--- src/sv/gtft_pkg.sv ---
// ----------------------------------------------------------------------------
// gtft_pkg
// Shared types and constants for the gradient transfer function table.
// ----------------------------------------------------------------------------
package gtft_pkg;

  localparam int unsigned CMD_W  = 3;
  localparam int unsigned IDX_W  = 4;
  localparam int unsigned CHAN_W = 16;
  localparam int unsigned VAL_W  = 48;

  typedef enum logic [CMD_W-1:0] {
    CMD_SAMPLE      = 3'd0,
    CMD_ADD_COLOUR  = 3'd1,
    CMD_ADD_OPACITY = 3'd2,
    CMD_RM_COLOUR   = 3'd3,
    CMD_RM_OPACITY  = 3'd4
  } cmd_e;

  typedef enum logic [4:0] {
    ST_INIT0, ST_INIT1, ST_IDLE, ST_DECODE, ST_RD, ST_CMP, ST_EVAL, ST_TBL_END,
    ST_MUL1, ST_MUL2, ST_SUM, ST_DIV, ST_STORE, ST_SH_CHK, ST_SH_RD, ST_SH_WR,
    ST_RM_CHK, ST_RM_RD, ST_RM_WR, ST_DONE
  } state_e;

  typedef enum logic [4:0] {
    OP_NOP, OP_INIT0, OP_INIT1, OP_LOAD, OP_SETK_IDX, OP_RD, OP_ADV, OP_HIT,
    OP_TAKE_CUR, OP_TAKE_PREV, OP_NEXT, OP_CHAN_INIT, OP_MUL1, OP_MUL2, OP_SUM,
    OP_DIV, OP_STORE, OP_SLOT, OP_SH_RD, OP_SH_WR, OP_WR_NEW, OP_RM_RD, OP_RM_WR,
    OP_RM_FIN, OP_PUSH
  } op_e;

  typedef struct packed {
    op_e op;
  } ctrl_t;

  typedef struct packed {
    logic is_sample;
    logic is_add;
    logic is_rm;
    logic full;
    logic rm_bad;
    logic below;
    logic last;
    logic ptr_zero;
    logic ptr_end;
    logic k_at_slot;
    logic rm_last;
    logic div_last;
    logic chan_zero;
    logic tsel;
    logic out_free;
  } stat_t;

endpackage

--- src/sv/gtft_ram.sv ---
// ----------------------------------------------------------------------------
// gtft_ram
// Generic single-write, single-read RAM with registered read data.
// ----------------------------------------------------------------------------
module gtft_ram #(
  parameter int unsigned WIDTH = 8,
  parameter int unsigned DEPTH = 16
) (
  input  logic                     clk_i,
  input  logic                     we_i,
  input  logic [$clog2(DEPTH)-1:0] waddr_i,
  input  logic [WIDTH-1:0]         wdata_i,
  input  logic                     re_i,
  input  logic [$clog2(DEPTH)-1:0] raddr_i,
  output logic [WIDTH-1:0]         rdata_o
);

  logic [WIDTH-1:0] mem_q [DEPTH];
  logic [WIDTH-1:0] rdata_q;

  always_ff @(posedge clk_i) begin
    if (we_i) begin
      mem_q[waddr_i] <= wdata_i;
    end
    if (re_i) begin
      rdata_q <= mem_q[raddr_i];
    end
  end

  assign rdata_o = rdata_q;

endmodule

--- src/sv/gtft_ctrl.sv ---
// ----------------------------------------------------------------------------
// gtft_ctrl
// Sequencer for search, interpolation, table shifts and result handoff.
// ----------------------------------------------------------------------------
module gtft_ctrl (
  input  logic            clk_i,
  input  logic            rst_ni,
  input  logic            in_valid_i,
  output logic            in_ready_o,
  input  gtft_pkg::stat_t stat_i,
  output gtft_pkg::ctrl_t ctrl_o
);

  gtft_pkg::state_e state_q, state_d;

  always_ff @(posedge clk_i or negedge rst_ni) begin
    if (!rst_ni) begin
      state_q <= gtft_pkg::ST_INIT0;
    end else begin
      state_q <= state_d;
    end
  end

  always_comb begin
    state_d    = state_q;
    ctrl_o.op  = gtft_pkg::OP_NOP;
    in_ready_o = 1'b0;
    unique case (state_q)
      gtft_pkg::ST_INIT0: begin
        ctrl_o.op = gtft_pkg::OP_INIT0;
        state_d   = gtft_pkg::ST_INIT1;
      end
      gtft_pkg::ST_INIT1: begin
        ctrl_o.op = gtft_pkg::OP_INIT1;
        state_d   = gtft_pkg::ST_IDLE;
      end
      gtft_pkg::ST_IDLE: begin
        in_ready_o = 1'b1;
        if (in_valid_i) begin
          ctrl_o.op = gtft_pkg::OP_LOAD;
          state_d   = gtft_pkg::ST_DECODE;
        end
      end
      gtft_pkg::ST_DECODE: begin
        priority if (stat_i.is_sample) begin
          state_d = gtft_pkg::ST_RD;
        end else if (stat_i.is_add) begin
          state_d = stat_i.full ? gtft_pkg::ST_DONE : gtft_pkg::ST_RD;
        end else if (stat_i.is_rm && !stat_i.rm_bad) begin
          ctrl_o.op = gtft_pkg::OP_SETK_IDX;
          state_d   = gtft_pkg::ST_RM_CHK;
        end else begin
          state_d = gtft_pkg::ST_DONE;
        end
      end
      gtft_pkg::ST_RD: begin
        ctrl_o.op = gtft_pkg::OP_RD;
        state_d   = gtft_pkg::ST_CMP;
      end
      gtft_pkg::ST_CMP: begin
        if (stat_i.below) begin
          ctrl_o.op = gtft_pkg::OP_ADV;
          state_d   = stat_i.last ? gtft_pkg::ST_EVAL : gtft_pkg::ST_RD;
        end else begin
          ctrl_o.op = gtft_pkg::OP_HIT;
          state_d   = gtft_pkg::ST_EVAL;
        end
      end
      gtft_pkg::ST_EVAL: begin
        priority if (stat_i.is_add) begin
          ctrl_o.op = gtft_pkg::OP_SLOT;
          state_d   = gtft_pkg::ST_SH_CHK;
        end else if (stat_i.ptr_zero) begin
          ctrl_o.op = gtft_pkg::OP_TAKE_CUR;
          state_d   = gtft_pkg::ST_TBL_END;
        end else if (stat_i.ptr_end) begin
          ctrl_o.op = gtft_pkg::OP_TAKE_PREV;
          state_d   = gtft_pkg::ST_TBL_END;
        end else begin
          ctrl_o.op = gtft_pkg::OP_CHAN_INIT;
          state_d   = gtft_pkg::ST_MUL1;
        end
      end
      gtft_pkg::ST_TBL_END: begin
        if (!stat_i.tsel) begin
          ctrl_o.op = gtft_pkg::OP_NEXT;
          state_d   = gtft_pkg::ST_RD;
        end else begin
          state_d = gtft_pkg::ST_DONE;
        end
      end
      gtft_pkg::ST_MUL1: begin
        ctrl_o.op = gtft_pkg::OP_MUL1;
        state_d   = gtft_pkg::ST_MUL2;
      end
      gtft_pkg::ST_MUL2: begin
        ctrl_o.op = gtft_pkg::OP_MUL2;
        state_d   = gtft_pkg::ST_SUM;
      end
      gtft_pkg::ST_SUM: begin
        ctrl_o.op = gtft_pkg::OP_SUM;
        state_d   = gtft_pkg::ST_DIV;
      end
      gtft_pkg::ST_DIV: begin
        ctrl_o.op = gtft_pkg::OP_DIV;
        if (stat_i.div_last) begin
          state_d = gtft_pkg::ST_STORE;
        end
      end
      gtft_pkg::ST_STORE: begin
        ctrl_o.op = gtft_pkg::OP_STORE;
        state_d   = stat_i.chan_zero ? gtft_pkg::ST_TBL_END : gtft_pkg::ST_MUL1;
      end
      gtft_pkg::ST_SH_CHK: begin
        if (stat_i.k_at_slot) begin
          ctrl_o.op = gtft_pkg::OP_WR_NEW;
          state_d   = gtft_pkg::ST_DONE;
        end else begin
          state_d = gtft_pkg::ST_SH_RD;
        end
      end
      gtft_pkg::ST_SH_RD: begin
        ctrl_o.op = gtft_pkg::OP_SH_RD;
        state_d   = gtft_pkg::ST_SH_WR;
      end
      gtft_pkg::ST_SH_WR: begin
        ctrl_o.op = gtft_pkg::OP_SH_WR;
        state_d   = gtft_pkg::ST_SH_CHK;
      end
      gtft_pkg::ST_RM_CHK: begin
        if (stat_i.rm_last) begin
          ctrl_o.op = gtft_pkg::OP_RM_FIN;
          state_d   = gtft_pkg::ST_DONE;
        end else begin
          state_d = gtft_pkg::ST_RM_RD;
        end
      end
      gtft_pkg::ST_RM_RD: begin
        ctrl_o.op = gtft_pkg::OP_RM_RD;
        state_d   = gtft_pkg::ST_RM_WR;
      end
      gtft_pkg::ST_RM_WR: begin
        ctrl_o.op = gtft_pkg::OP_RM_WR;
        state_d   = gtft_pkg::ST_RM_CHK;
      end
      gtft_pkg::ST_DONE: begin
        if (stat_i.out_free) begin
          ctrl_o.op = gtft_pkg::OP_PUSH;
          state_d   = gtft_pkg::ST_IDLE;
        end
      end
      default: begin
        state_d = gtft_pkg::ST_IDLE;
      end
    endcase
  end

endmodule

--- src/sv/gtft_dp.sv ---
// ----------------------------------------------------------------------------
// gtft_dp
// Marker memories, search pointer, interpolation multiplier and serial divider.
// ----------------------------------------------------------------------------
module gtft_dp #(
  parameter int unsigned MAX_MARKERS        = 16,
  parameter int unsigned LOCATION_FRAC_BITS = 16
) (
  input  logic                              clk_i,
  input  logic                              rst_ni,
  input  gtft_pkg::ctrl_t                   ctrl_i,
  output gtft_pkg::stat_t                   stat_o,
  input  logic [gtft_pkg::CMD_W-1:0]        cmd_i,
  input  logic [LOCATION_FRAC_BITS:0]       location_i,
  input  logic [gtft_pkg::VAL_W-1:0]        marker_value_i,
  input  logic [gtft_pkg::IDX_W-1:0]        index_i,
  output logic                              out_valid_o,
  input  logic                              out_ready_i,
  output logic [gtft_pkg::CHAN_W-1:0]       red_o,
  output logic [gtft_pkg::CHAN_W-1:0]       green_o,
  output logic [gtft_pkg::CHAN_W-1:0]       blue_o,
  output logic [gtft_pkg::CHAN_W-1:0]       opacity_o,
  output logic                              ok_o,
  output logic [gtft_pkg::IDX_W-1:0]        new_index_o
);

  localparam int unsigned LW  = LOCATION_FRAC_BITS + 1;
  localparam int unsigned AW  = $clog2(MAX_MARKERS);
  localparam int unsigned CW  = $clog2(MAX_MARKERS + 1);
  localparam int unsigned XW  = (CW > 5) ? CW : 5;
  localparam int unsigned CHW = gtft_pkg::CHAN_W;
  localparam int unsigned VW  = gtft_pkg::VAL_W;
  localparam int unsigned PW  = CHW + LW;
  localparam int unsigned NW  = PW + 1;
  localparam int unsigned RW  = NW - CHW;
  localparam int unsigned BW  = $clog2(CHW + 1);
  localparam int unsigned CWC = LW + VW;
  localparam int unsigned OWC = LW + CHW;
  localparam logic [LW-1:0] LOC_ONE = LW'(1) << LOCATION_FRAC_BITS;

  // item and search registers
  logic [gtft_pkg::CMD_W-1:0] cmd_q;
  logic [LW-1:0]              x_q;
  logic [VW-1:0]              val_q;
  logic [gtft_pkg::IDX_W-1:0] idx_q;
  logic                       tsel_q;
  logic [CW-1:0]              ptr_q, slot_q;
  logic [CW-1:0]              cnt_col_q, cnt_op_q;
  logic [LW-1:0]              prev_loc_q, cur_loc_q;
  logic [VW-1:0]              prev_val_q, cur_val_q;
  logic [1:0]                 chan_q;
  logic [PW-1:0]              p1_q, p2_q;
  logic [RW-1:0]              rem_q;
  logic [CHW-1:0]             quo_q;
  logic [BW-1:0]              bc_q;
  logic [CHW-1:0]             r_q, g_q, b_q, o_q;
  logic                       ok_q;
  logic [gtft_pkg::IDX_W-1:0] nidx_q;
  logic                       out_valid_q;
  logic [CHW-1:0]             red_q, green_q, blue_q, opa_q;
  logic                       ok_out_q;
  logic [gtft_pkg::IDX_W-1:0] nidx_out_q;

  // memory ports
  logic           col_we, op_we, re;
  logic [AW-1:0]  waddr, raddr;
  logic [LW-1:0]  wloc;
  logic [VW-1:0]  wval;
  logic [CWC-1:0] col_rdata;
  logic [OWC-1:0] op_rdata;
  logic [LW-1:0]  rloc;
  logic [VW-1:0]  rval;

  logic [CW-1:0]  cnt;
  logic [LW-1:0]  x_in, d, n;
  logic [CHW-1:0] a_ch, b_ch;
  logic [NW-1:0]  num;
  logic [RW:0]    rem2, rem_sub;
  logic           ge;
  logic [XW-1:0]  slot_x, idx_x, cnt_x;
  logic [CW-1:0]  slot_p;
  logic           is_cmd_col;

  assign cnt   = tsel_q ? cnt_op_q : cnt_col_q;
  assign x_in  = (location_i > LOC_ONE) ? LOC_ONE : location_i;
  assign rloc  = tsel_q ? op_rdata[OWC-1:CHW] : col_rdata[CWC-1:VW];
  assign rval  = tsel_q ? VW'(op_rdata[CHW-1:0]) : col_rdata[VW-1:0];
  assign d     = cur_loc_q - prev_loc_q;
  assign n     = x_q - prev_loc_q;
  assign a_ch  = prev_val_q[chan_q*CHW +: CHW];
  assign b_ch  = cur_val_q[chan_q*CHW +: CHW];
  assign num   = NW'(p1_q) + NW'(p2_q) + NW'(d >> 1);
  assign rem2  = {rem_q, quo_q[CHW-1]};
  assign ge    = rem2 >= (RW+1)'(d);
  assign rem_sub = rem2 - (RW+1)'(d);
  assign slot_x = XW'(slot_q);
  assign idx_x  = XW'(idx_q);
  assign cnt_x  = XW'(cnt);
  assign is_cmd_col = (cmd_i == gtft_pkg::CMD_SAMPLE) || (cmd_i == gtft_pkg::CMD_ADD_COLOUR)
                   || (cmd_i == gtft_pkg::CMD_RM_COLOUR);

  // insert slot clamped to lie strictly between the end markers
  always_comb begin
    slot_p = ptr_q;
    if (ptr_q == '0) begin
      slot_p = CW'(1);
    end
    if (ptr_q >= cnt) begin
      slot_p = cnt - CW'(1);
    end
  end

  // memory addressing
  always_comb begin
    col_we = 1'b0;
    op_we  = 1'b0;
    re     = 1'b0;
    waddr  = ptr_q[AW-1:0];
    raddr  = ptr_q[AW-1:0];
    wloc   = rloc;
    wval   = rval;
    unique case (ctrl_i.op)
      gtft_pkg::OP_INIT0: begin
        col_we = 1'b1;
        op_we  = 1'b1;
        waddr  = '0;
        wloc   = '0;
        wval   = '0;
      end
      gtft_pkg::OP_INIT1: begin
        col_we = 1'b1;
        op_we  = 1'b1;
        waddr  = AW'(1);
        wloc   = LOC_ONE;
        wval   = '1;
      end
      gtft_pkg::OP_RD: begin
        re = 1'b1;
      end
      gtft_pkg::OP_SH_RD: begin
        re    = 1'b1;
        raddr = AW'(ptr_q - CW'(1));
      end
      gtft_pkg::OP_RM_RD: begin
        re    = 1'b1;
        raddr = AW'(ptr_q + CW'(1));
      end
      gtft_pkg::OP_SH_WR, gtft_pkg::OP_RM_WR: begin
        col_we = !tsel_q;
        op_we  = tsel_q;
      end
      gtft_pkg::OP_WR_NEW: begin
        col_we = !tsel_q;
        op_we  = tsel_q;
        waddr  = slot_q[AW-1:0];
        wloc   = x_q;
        wval   = val_q;
      end
      default: begin
      end
    endcase
  end

  gtft_ram #(.WIDTH(CWC), .DEPTH(MAX_MARKERS)) u_col_ram (
    .clk_i   (clk_i),
    .we_i    (col_we),
    .waddr_i (waddr),
    .wdata_i ({wloc, wval}),
    .re_i    (re),
    .raddr_i (raddr),
    .rdata_o (col_rdata)
  );

  // opacity row 0 resets to full opacity as well
  gtft_ram #(.WIDTH(OWC), .DEPTH(MAX_MARKERS)) u_op_ram (
    .clk_i   (clk_i),
    .we_i    (op_we),
    .waddr_i (waddr),
    .wdata_i ({wloc, (ctrl_i.op == gtft_pkg::OP_INIT0) ? {CHW{1'b1}} : wval[CHW-1:0]}),
    .re_i    (re),
    .raddr_i (raddr),
    .rdata_o (op_rdata)
  );

  // counts and output handshake
  always_ff @(posedge clk_i or negedge rst_ni) begin
    if (!rst_ni) begin
      cnt_col_q   <= CW'(2);
      cnt_op_q    <= CW'(2);
      out_valid_q <= 1'b0;
    end else begin
      if (ctrl_i.op == gtft_pkg::OP_WR_NEW) begin
        if (tsel_q) cnt_op_q <= cnt_op_q + CW'(1);
        else        cnt_col_q <= cnt_col_q + CW'(1);
      end else if (ctrl_i.op == gtft_pkg::OP_RM_FIN) begin
        if (tsel_q) cnt_op_q <= cnt_op_q - CW'(1);
        else        cnt_col_q <= cnt_col_q - CW'(1);
      end
      if (ctrl_i.op == gtft_pkg::OP_PUSH) begin
        out_valid_q <= 1'b1;
      end else if (out_ready_i) begin
        out_valid_q <= 1'b0;
      end
    end
  end

  always_ff @(posedge clk_i) begin
    unique case (ctrl_i.op)
      gtft_pkg::OP_LOAD: begin
        cmd_q  <= cmd_i;
        x_q    <= x_in;
        val_q  <= marker_value_i;
        idx_q  <= index_i;
        tsel_q <= !is_cmd_col;
        ptr_q  <= '0;
        r_q    <= '0;
        g_q    <= '0;
        b_q    <= '0;
        o_q    <= '0;
        ok_q   <= (cmd_i == gtft_pkg::CMD_SAMPLE);
        nidx_q <= '0;
      end
      gtft_pkg::OP_SETK_IDX: ptr_q <= CW'(idx_q);
      gtft_pkg::OP_ADV: begin
        prev_loc_q <= rloc;
        prev_val_q <= rval;
        ptr_q      <= ptr_q + CW'(1);
      end
      gtft_pkg::OP_HIT: begin
        cur_loc_q <= rloc;
        cur_val_q <= rval;
      end
      gtft_pkg::OP_TAKE_CUR: begin
        if (tsel_q) begin
          o_q <= cur_val_q[CHW-1:0];
        end else begin
          r_q <= cur_val_q[3*CHW-1:2*CHW];
          g_q <= cur_val_q[2*CHW-1:CHW];
          b_q <= cur_val_q[CHW-1:0];
        end
      end
      gtft_pkg::OP_TAKE_PREV: begin
        if (tsel_q) begin
          o_q <= prev_val_q[CHW-1:0];
        end else begin
          r_q <= prev_val_q[3*CHW-1:2*CHW];
          g_q <= prev_val_q[2*CHW-1:CHW];
          b_q <= prev_val_q[CHW-1:0];
        end
      end
      gtft_pkg::OP_NEXT: begin
        tsel_q <= 1'b1;
        ptr_q  <= '0;
      end
      gtft_pkg::OP_CHAN_INIT: chan_q <= tsel_q ? 2'd0 : 2'd2;
      gtft_pkg::OP_MUL1: p1_q <= PW'(a_ch) * PW'(d - n);
      gtft_pkg::OP_MUL2: p2_q <= PW'(b_ch) * PW'(n);
      gtft_pkg::OP_SUM: begin
        // quotient fits 16 bits, so the high part already sits below d
        rem_q <= num[NW-1:CHW];
        quo_q <= num[CHW-1:0];
        bc_q  <= BW'(CHW);
      end
      gtft_pkg::OP_DIV: begin
        rem_q <= ge ? rem_sub[RW-1:0] : rem2[RW-1:0];
        quo_q <= {quo_q[CHW-2:0], ge};
        bc_q  <= bc_q - BW'(1);
      end
      gtft_pkg::OP_STORE: begin
        if (tsel_q) begin
          o_q <= quo_q;
        end else begin
          unique case (chan_q)
            2'd2:    r_q <= quo_q;
            2'd1:    g_q <= quo_q;
            default: b_q <= quo_q;
          endcase
        end
        chan_q <= chan_q - 2'd1;
      end
      gtft_pkg::OP_SLOT: begin
        slot_q <= slot_p;
        ptr_q  <= cnt;
      end
      gtft_pkg::OP_SH_WR: ptr_q <= ptr_q - CW'(1);
      gtft_pkg::OP_RM_WR: ptr_q <= ptr_q + CW'(1);
      gtft_pkg::OP_WR_NEW: begin
        ok_q   <= 1'b1;
        nidx_q <= slot_x[gtft_pkg::IDX_W-1:0];
      end
      gtft_pkg::OP_RM_FIN: ok_q <= 1'b1;
      gtft_pkg::OP_PUSH: begin
        red_q      <= r_q;
        green_q    <= g_q;
        blue_q     <= b_q;
        opa_q      <= o_q;
        ok_out_q   <= ok_q;
        nidx_out_q <= nidx_q;
      end
      default: begin
      end
    endcase
  end

  always_comb begin
    stat_o.is_sample = (cmd_q == gtft_pkg::CMD_SAMPLE);
    stat_o.is_add    = (cmd_q == gtft_pkg::CMD_ADD_COLOUR)
                    || (cmd_q == gtft_pkg::CMD_ADD_OPACITY);
    stat_o.is_rm     = (cmd_q == gtft_pkg::CMD_RM_COLOUR)
                    || (cmd_q == gtft_pkg::CMD_RM_OPACITY);
    stat_o.full      = (cnt == CW'(MAX_MARKERS));
    stat_o.rm_bad    = (idx_q == '0) || ((idx_x + XW'(1)) >= cnt_x);
    stat_o.below     = (rloc < x_q);
    stat_o.last      = ((ptr_q + CW'(1)) == cnt);
    stat_o.ptr_zero  = (ptr_q == '0);
    stat_o.ptr_end   = (ptr_q == cnt);
    stat_o.k_at_slot = (ptr_q == slot_q);
    stat_o.rm_last   = ((ptr_q + CW'(1)) == cnt);
    stat_o.div_last  = (bc_q == BW'(1));
    stat_o.chan_zero = (chan_q == 2'd0);
    stat_o.tsel      = tsel_q;
    stat_o.out_free  = !out_valid_q || out_ready_i;
  end

  assign out_valid_o = out_valid_q;
  assign red_o       = red_q;
  assign green_o     = green_q;
  assign blue_o      = blue_q;
  assign opacity_o   = opa_q;
  assign ok_o        = ok_out_q;
  assign new_index_o = nidx_out_q;

endmodule

--- src/sv/gradient_transfer_function_table.sv ---
// ----------------------------------------------------------------------------
// gradient_transfer_function_table
// sample: scans the markers of each table in turn; each interpolated channel
//   goes through one shared 16-step divider
// insert: scans markers, then shifts entries up; remove: shifts entries down;
//   one item at a time, next accepted once the result is queued
// reset: ST_INIT0, ST_INIT1 write both tables' end markers before input is taken
// ----------------------------------------------------------------------------
module gradient_transfer_function_table #(
  parameter int unsigned MAX_MARKERS        = 16,
  parameter int unsigned LOCATION_FRAC_BITS = 16
) (
  input  logic                        clk_i,
  input  logic                        rst_ni,
  input  logic                        in_valid_i,
  output logic                        in_ready_o,
  input  logic [gtft_pkg::CMD_W-1:0]  cmd_i,
  input  logic [LOCATION_FRAC_BITS:0] location_i,
  input  logic [gtft_pkg::VAL_W-1:0]  marker_value_i,
  input  logic [gtft_pkg::IDX_W-1:0]  index_i,
  output logic                        out_valid_o,
  input  logic                        out_ready_i,
  output logic [gtft_pkg::CHAN_W-1:0] red_o,
  output logic [gtft_pkg::CHAN_W-1:0] green_o,
  output logic [gtft_pkg::CHAN_W-1:0] blue_o,
  output logic [gtft_pkg::CHAN_W-1:0] opacity_o,
  output logic                        ok_o,
  output logic [gtft_pkg::IDX_W-1:0]  new_index_o
);

  gtft_pkg::ctrl_t ctrl;
  gtft_pkg::stat_t stat;

  gtft_ctrl u_ctrl (
    .clk_i      (clk_i),
    .rst_ni     (rst_ni),
    .in_valid_i (in_valid_i),
    .in_ready_o (in_ready_o),
    .stat_i     (stat),
    .ctrl_o     (ctrl)
  );

  gtft_dp #(
    .MAX_MARKERS        (MAX_MARKERS),
    .LOCATION_FRAC_BITS (LOCATION_FRAC_BITS)
  ) u_dp (
    .clk_i          (clk_i),
    .rst_ni         (rst_ni),
    .ctrl_i         (ctrl),
    .stat_o         (stat),
    .cmd_i          (cmd_i),
    .location_i     (location_i),
    .marker_value_i (marker_value_i),
    .index_i        (index_i),
    .out_valid_o    (out_valid_o),
    .out_ready_i    (out_ready_i),
    .red_o          (red_o),
    .green_o        (green_o),
    .blue_o         (blue_o),
    .opacity_o      (opacity_o),
    .ok_o           (ok_o),
    .new_index_o    (new_index_o)
  );

endmodule
--- config.mk ---
export PLATFORM = sky130hd
export DESIGN_NAME = gradient_transfer_function_table
export DESIGN_NICKNAME = d
export VERILOG_FILES = /design/src/sv/gtft_pkg.sv /design/src/sv/gtft_ram.sv /design/src/sv/gtft_ctrl.sv /design/src/sv/gtft_dp.sv /design/src/sv/gradient_transfer_function_table.sv
export SDC_FILE = /design/constraint.sdc
export NUM_CORES = 2
export LEC_CHECK = 0
export ABC_AREA = 0
export BUFFER_PORTS_ARGS = -buffer_cell sky130_fd_sc_hd__buf_2
export CAP_MARGIN = 20
export CORE_ASPECT_RATIO = 0.9
export CORE_MARGIN = 2
export CORE_UTILIZATION = 60
export CTS_BUF_LIST = sky130_fd_sc_hd__clkbuf_16
export DETAILED_ROUTE_END_ITERATION = 6
export GPL_TIMING_DRIVEN = 0
export PLACE_DENSITY = 0.76
export SYNTH_ARGS = -nofsm -noshare
export SYNTH_HDL_FRONTEND = slang
export SYNTH_HIERARCHICAL = 1
export SYNTH_SLANG_ARGS = --single-unit
--- constraint.sdc ---
create_clock -name clk_i -period 12.1 [get_ports clk_i]
set_input_delay 1.815 -clock clk_i [delete_from_list [all_inputs] [get_ports clk_i]]
set_output_delay 1.815 -clock clk_i [all_outputs]
set_load 0.01 [all_outputs]
After elaboration in Yosys (flattened, before gate mapping)
Memory sizes are Yosys's and may differ from the RTL's. A register that Yosys moved wholly into a read port is not among the register bits.
Index checks and enable logic that the tools add are counted.
{ "totals": {"rom_bits": 0, "mem_bits_rw": 1568, "mem_count": 2, "out_inout_bits": 71, "ff_bits": 474, "inputBits": 76, "latchBits": 0} }
{ "classes": {"multipliers": 2, "eq_ne": 68, "n_shift": 2, "n_addsub": 16, "reduce_logical": 40, "div": 0, "bitwise_logic": 1, "n_mux": 87, "magnitude_cmp": 5} }
{ "memory_table": {"columns": ["name", "words", "width", "rd", "rd_clocked_by_memory_dff", "wr", "line", "text"], "rows": [
  ["u_dp.u_col_ram.mem_q", 16, 65, 1, 1, 1, "gtft_ram.sv:18", "logic [WIDTH-1:0] mem_q [DEPTH];"],
  ["u_dp.u_op_ram.mem_q", 16, 33, 1, 1, 1, "gtft_ram.sv:18", null]
]} }
{ "ops": {"columns": ["cell", "count"], "rows": [
  ["2-to-1 mux 16 bit", 16],
  ["case mux 16 bit (4 select lines)", 4],
  ["2-to-1 mux 5 bit", 29],
  ["case mux 48 bit (3 select lines)", 1],
  ["case mux 5 bit (20 select lines)", 1],
  ["indexed part select 48 x 7 -> 16 bit", 2],
  ["case mux 5 bit (19 select lines)", 1],
  ["equality test 5 x 4 -> 1 bit (second input constant)", 16],
  ["equality test 5 bit (second input constant)", 14],
  ["case mux 17 bit (3 select lines)", 1],
  ["2-to-1 mux 48 bit", 1],
  ["equality test 5 x 3 -> 1 bit (second input constant)", 8],
  ["case mux 18 bit (2 select lines)", 1],
  ["adder 33 x 33 -> 34 bit", 1],
  ["adder 34 x 16 -> 34 bit", 1],
  ["subtractor 17 bit", 2],
  ["multiplier 16 x 17 -> 33 bit", 1],
  ["multiplier 16 x 33 -> 33 bit", 1],
  ["case mux 16 bit (2 select lines)", 1],
  ["case mux 5 bit (5 select lines)", 1],
  ["subtractor 5 x 1 -> 5 bit (second input constant)", 5],
  ["equality test 5 x 2 -> 1 bit (second input constant)", 4],
  ["greater-or-equal comparator 19 x 17 -> 1 bit", 1],
  ["2-to-1 mux 18 bit", 1],
  ["other kinds (44)", 107]
]} }

Depth between registers and ports, before layout
{ "depth": {"ltp_word": 14, "ltp_mapped": 43, "mapped_depth_nobuf": 41} }

Hierarchy
Netlist, hierarchy kept.
{ "modules_own_cells": {"columns": ["mod", "instances", "cells_per_inst", "area_each_um2"], "rows": [
  ["gtft_dp", 1, 4437, 45308.5],
  ["gtft_ram (u_dp.u_col_ram)", 1, 1673, 40894.2],
  ["gtft_ram (u_dp.u_op_ram)", 1, 864, 20961.4],
  ["gtft_ctrl", 1, 119, 887.1]
]} }

Least setup slack after synthesis
No wires, ideal clock.
{ "synth_path": {"path_type": "register to register", "startpoint": "reg u_dp.tsel_q", "endpoint": "mem u_dp/u_col_ram/mem_q[0][0] in the netlist's numbering (enable)", "setup_time_ns": 0.568, "stages_incl_launch_ff": 29, "required_time_ns": 11.532, "arrival_time_ns": 10.254, "path_slack_ns": 1.278, "cell_sequence": "edfxtp_1 clkbuf_1 buf_1 clkbuf_1 mux2_2 ha_1 a21boi_0 o21a_1 o21a_1 o21a_1 o21a_1 o21ai_0 a21boi_0 o2111ai_1 o2bb2ai_1 nor3_1 o31a_1 or3b_1 clkbuf_1 nor2_1 and3_1 clkbuf_1 a21oi_1 nor2b_1 clkbuf_1 buf_1 a21o_1 or3b_1 nor3_1"} }
{ "synth_rtl": {"columns": ["item", "line", "text"], "rows": [
  ["start, declared", "gtft_dp.sv:46", "logic tsel_q;"],
  ["start signal, assigned", "gtft_dp.sv:214", "tsel_q <= !is_cmd_col;"],
  ["end, declared", "gtft_ram.sv:18", null]
]} }

==> out/qor.yml <==
logic_synthesis:
  synth_edf_count: 2124
  ys_warn_count: 6
  syn-instance-count: 7093
  ys_seq_elements: 2140
  synth_fp_nets: 8024
  synth_xor_area_frac: 0.0177
  syn_area_sq_mm: 0.108
  synth_top_family_by_area: "adder cells"
  synthSimpleGateAreaFrac: 0.0573
  synth-adder-area-share: 0.134
  synthArstFlopShare: 0.00748
  synth-compound-area-share: 0.0603
  ys_seq_area_frac: 0.594
  ys.flop_type: "edfxtp_1"
  synthDistinctLibCells: 110
  synth.mux.area_fraction: 0.0956
  avgSynthCellArea_sq_um: 15.2
grt:
  gr-total-overflow: 0
  grt_usage: 0.350
  grt_pass1_vias: 66300
  grt_max_degree: 59
  antenna_found_initial: 25
  grt_pass1_wl_um: 457000
critical_path:
  crit_required_ns: 12.64
  ff2ff_setup_slack_ns: 0.19
  worstPathArrival_ns: 12.45
  rr_endpoint: "u_dp/u_col_ram/mem_q[1][34]"
  critPathKind: "flop to flop"
  critPathSlowestCell: "nor2_4"
  crit_path_start_kind: "flop"
  ff2ff_path_depth: 28
  r2r_start: "u_dp/tsel_q"
  worstSetupEndpointType: "flop"
  cp_slowest_stage_delay_ns: 0.97
  timing.critical_path.mode_cell: "clkbuf_1"
  crit_fanout: 25
clocking:
  cts_tree: "done"
  cts_made_buffers: 204
  post_cts_buffers: 0
  clkTransAtPathRegs_ns: 0.07
  cts_buffer_depth: 3
  clock-sinks: 2140
  cts_hold_buffers: 0
  clk-insertion-delay-late_ns: 0.88
  htree_levels: 4
  clock-root-buffer: "clkbuf_16"
sta:
  final-hold-violation-count: 0
  finClkSkew_ns: 0.106
  setup_viol: 0
  final-max-slew-violation-count: 0
  min_period_ns: 11.91
  max_freq_mhz: 84.0
  relSlewSlack: 0.0723
  timing.final.crit_share: 0.984
  rsz0062_at_grt: "false"
  tightest_slew_ns: 1.39
placement:
  dp_hpwl_um: 226000
  post-place-cells: 9761
  gp_congestion: 1.01
  port_buffers: 146
detailed_routing:
  via_count: 67100
  first_pass_iters: 7
  drt-initial-drc-count: 10100
  viasPerCell: 6.60
  wire_per_inst_um: 31.4
  wl_um: 319000
  drc: 1
  postRouteAntennaNets: 0
floorplanning:
  core_sq_mm: 0.179
  ios: 147
  die_area_sq_mm: 0.184
  die_h_um: 407
  die_w_um: 451
  rows: 147
  initial_utilization: 0.605
finish:
  syn_to_final_growth_pct: 12.2
  drive_above_1_share: 0.154
  finalNonFillerCells: 10200
  nets: 8527
worst_hold_path:
  hp-start: "u_dp/g_q[7]"
  min_path_cells: 0
  hold_class: "flop to flop"
  hold_end: "u_dp/green_o[7]"
run:
  cap_violations: 0
outcome:
  status: "finished, violations left"
  failed_checks: "DRC"
[timing repair]
item,CTS,global route
setup endpoints to repair,2,4
cloned,0,0
pin swaps,0,1
resized for setup,3,12
[synthesized netlist by cell type (all sizes together), types with 52 or more instances]
master	instances	area share
a21o	89	0.0062
a21oi	186	0.0087
a221o	52	0.0048
a22oi	200	0.014
buf	113	0.0075
clkbuf	195	0.0068
edfxtp	2124	0.59
fa	507	0.094
ha	348	0.040
inv	760	0.026
mux2i	94	0.0087
mux4	392	0.082
nand2	518	0.018
nand2b	79	0.0046
nor2	394	0.014
nor2b	95	0.0055
nor3	66	0.0031
o21ai	148	0.0069
xnor2	140	0.012
xor2	73	0.0061
[flip-flops by register name, indices dropped and copies added, names as in the netlist, 17 cells and up]
register	cells
u_dp/p2_q	33
u_dp/cur_val_q	48
u_dp/u_op_ram/rdata_o	33
u_dp/rem_q	18
u_dp/prev_loc_q	17
u_dp/u_col_ram/rdata_o	65
u_dp/u_col_ram/mem_q	1040
u_dp/val_q	48
u_dp/prev_val_q	48
u_dp/cur_loc_q	17
u_dp/u_op_ram/mem_q	528
u_dp/p1_q	33
u_dp/x_q	17
[placed cells by master, fill, tap and decap left out, drive strengths merged, types with 52 or more instances in the layout]
| cell type | netlist | routed |
|---|---|---|
| nor3 | 66 | 66 |
| mux2i | 94 | 94 |
| nor2b | 95 | 95 |
| a21oi | 186 | 186 |
| clkbuf | 195 | 402 |
| nand2b | 79 | 79 |
| inv | 760 | 804 |
| nor2 | 394 | 394 |
| buf | 113 | 409 |
| a21o | 89 | 89 |
| o21ai | 148 | 148 |
| xor2 | 73 | 73 |
| a22oi | 200 | 200 |
| edfxtp | 2124 | 2124 |
| fa | 507 | 507 |
| mux4 | 392 | 392 |
| a221o | 52 | 52 |
| ha | 348 | 348 |
| clkinv | 5 | 102 |
| nand2 | 518 | 518 |
| xnor2 | 140 | 140 |
[worst max path at each step]
stage | cells past startpoint | startpoint | to | slack (ns)
2_1_floorplan | 28 | u_dp/tsel_q | u_dp/u_col_ram/mem_q[0][0] | 1.28
3_3_place_gp | 27 | u_dp/tsel_q | u_dp/u_col_ram/mem_q[4][30] | -7.63
3_5_place_dp | 40 | u_dp/x_q[0] | u_dp/p1_q[32] | -0.37
4_1_cts | 39 | u_dp/x_q[1] | u_dp/p1_q[32] | 0.06
5_1_grt | 36 | u_dp/prev_loc_q[1] | u_dp/p1_q[32] | 0.009
6_report | 28 | u_dp/tsel_q | u_dp/u_col_ram/mem_q[1][34] | 0.19
[final cells by class]
class                      instances  area (sq um)
antenna                            7          17.5
sequential                      2140         64200
multi-input combinational       3880         39800
timing repair buffer             298          3220
clock inverter                   170          1480
tap                             2384          2980
inverter                         765          2880
buffer                           307          1540
fill                           11700         57300
clock buffer                     206          5150
[critical path, delay by kind of cell (launching register included)]
kind	cells	cell delay, ns
AOI/OAI and AO/OA	12	3.67
buffers and inverters	9	4.37
adders and majority gates	1	0.30
and+or+nand+nor	5	2.30
muxes	1	0.52
DFF	1	0.37
[cells by family after synthesis]
| group | after synthesis |
|---|---|
| fa+ha+maj | 855 |
| simple gates | 1357 |
| flops | 2140 |
| mux | 529 |
| xor+xnor | 213 |
| compound gates | 926 |
| buf+inv | 1073 |
[metal layers]
metal	global-route usage	routed length (um)	vias to the layer above
met5	0	115	-
met2	0.526	143000	5136
met1	0.480	116000	33900
met3	0.0938	42400	864
li1	-	-	27200
met4	0.167	18000	16
[metrics by stage]
stage | cell area (sq um) | hold slack, ns | util | setup WS (ns) | setup TNS, ns
floorplan | 108000 | 0.400 | - | 1.28 | 0
global placement | 112000 | 0.407 | 0.626 | -7.63 | -5532.56
detailed placement | 114000 | 0.405 | 0.640 | -0.366 | -0.366
CTS | 121000 | 0.395 | 0.677 | 0.0626 | 0
global route | 121000 | 0.414 | 0.679 | 0.00889 | 0
finish | 121000 | 0.399 | 0.679 | 0.192 | 0
Power is not shown: default switching activity piles up to over one toggle a cycle in this logic, so the estimate is an artifact.
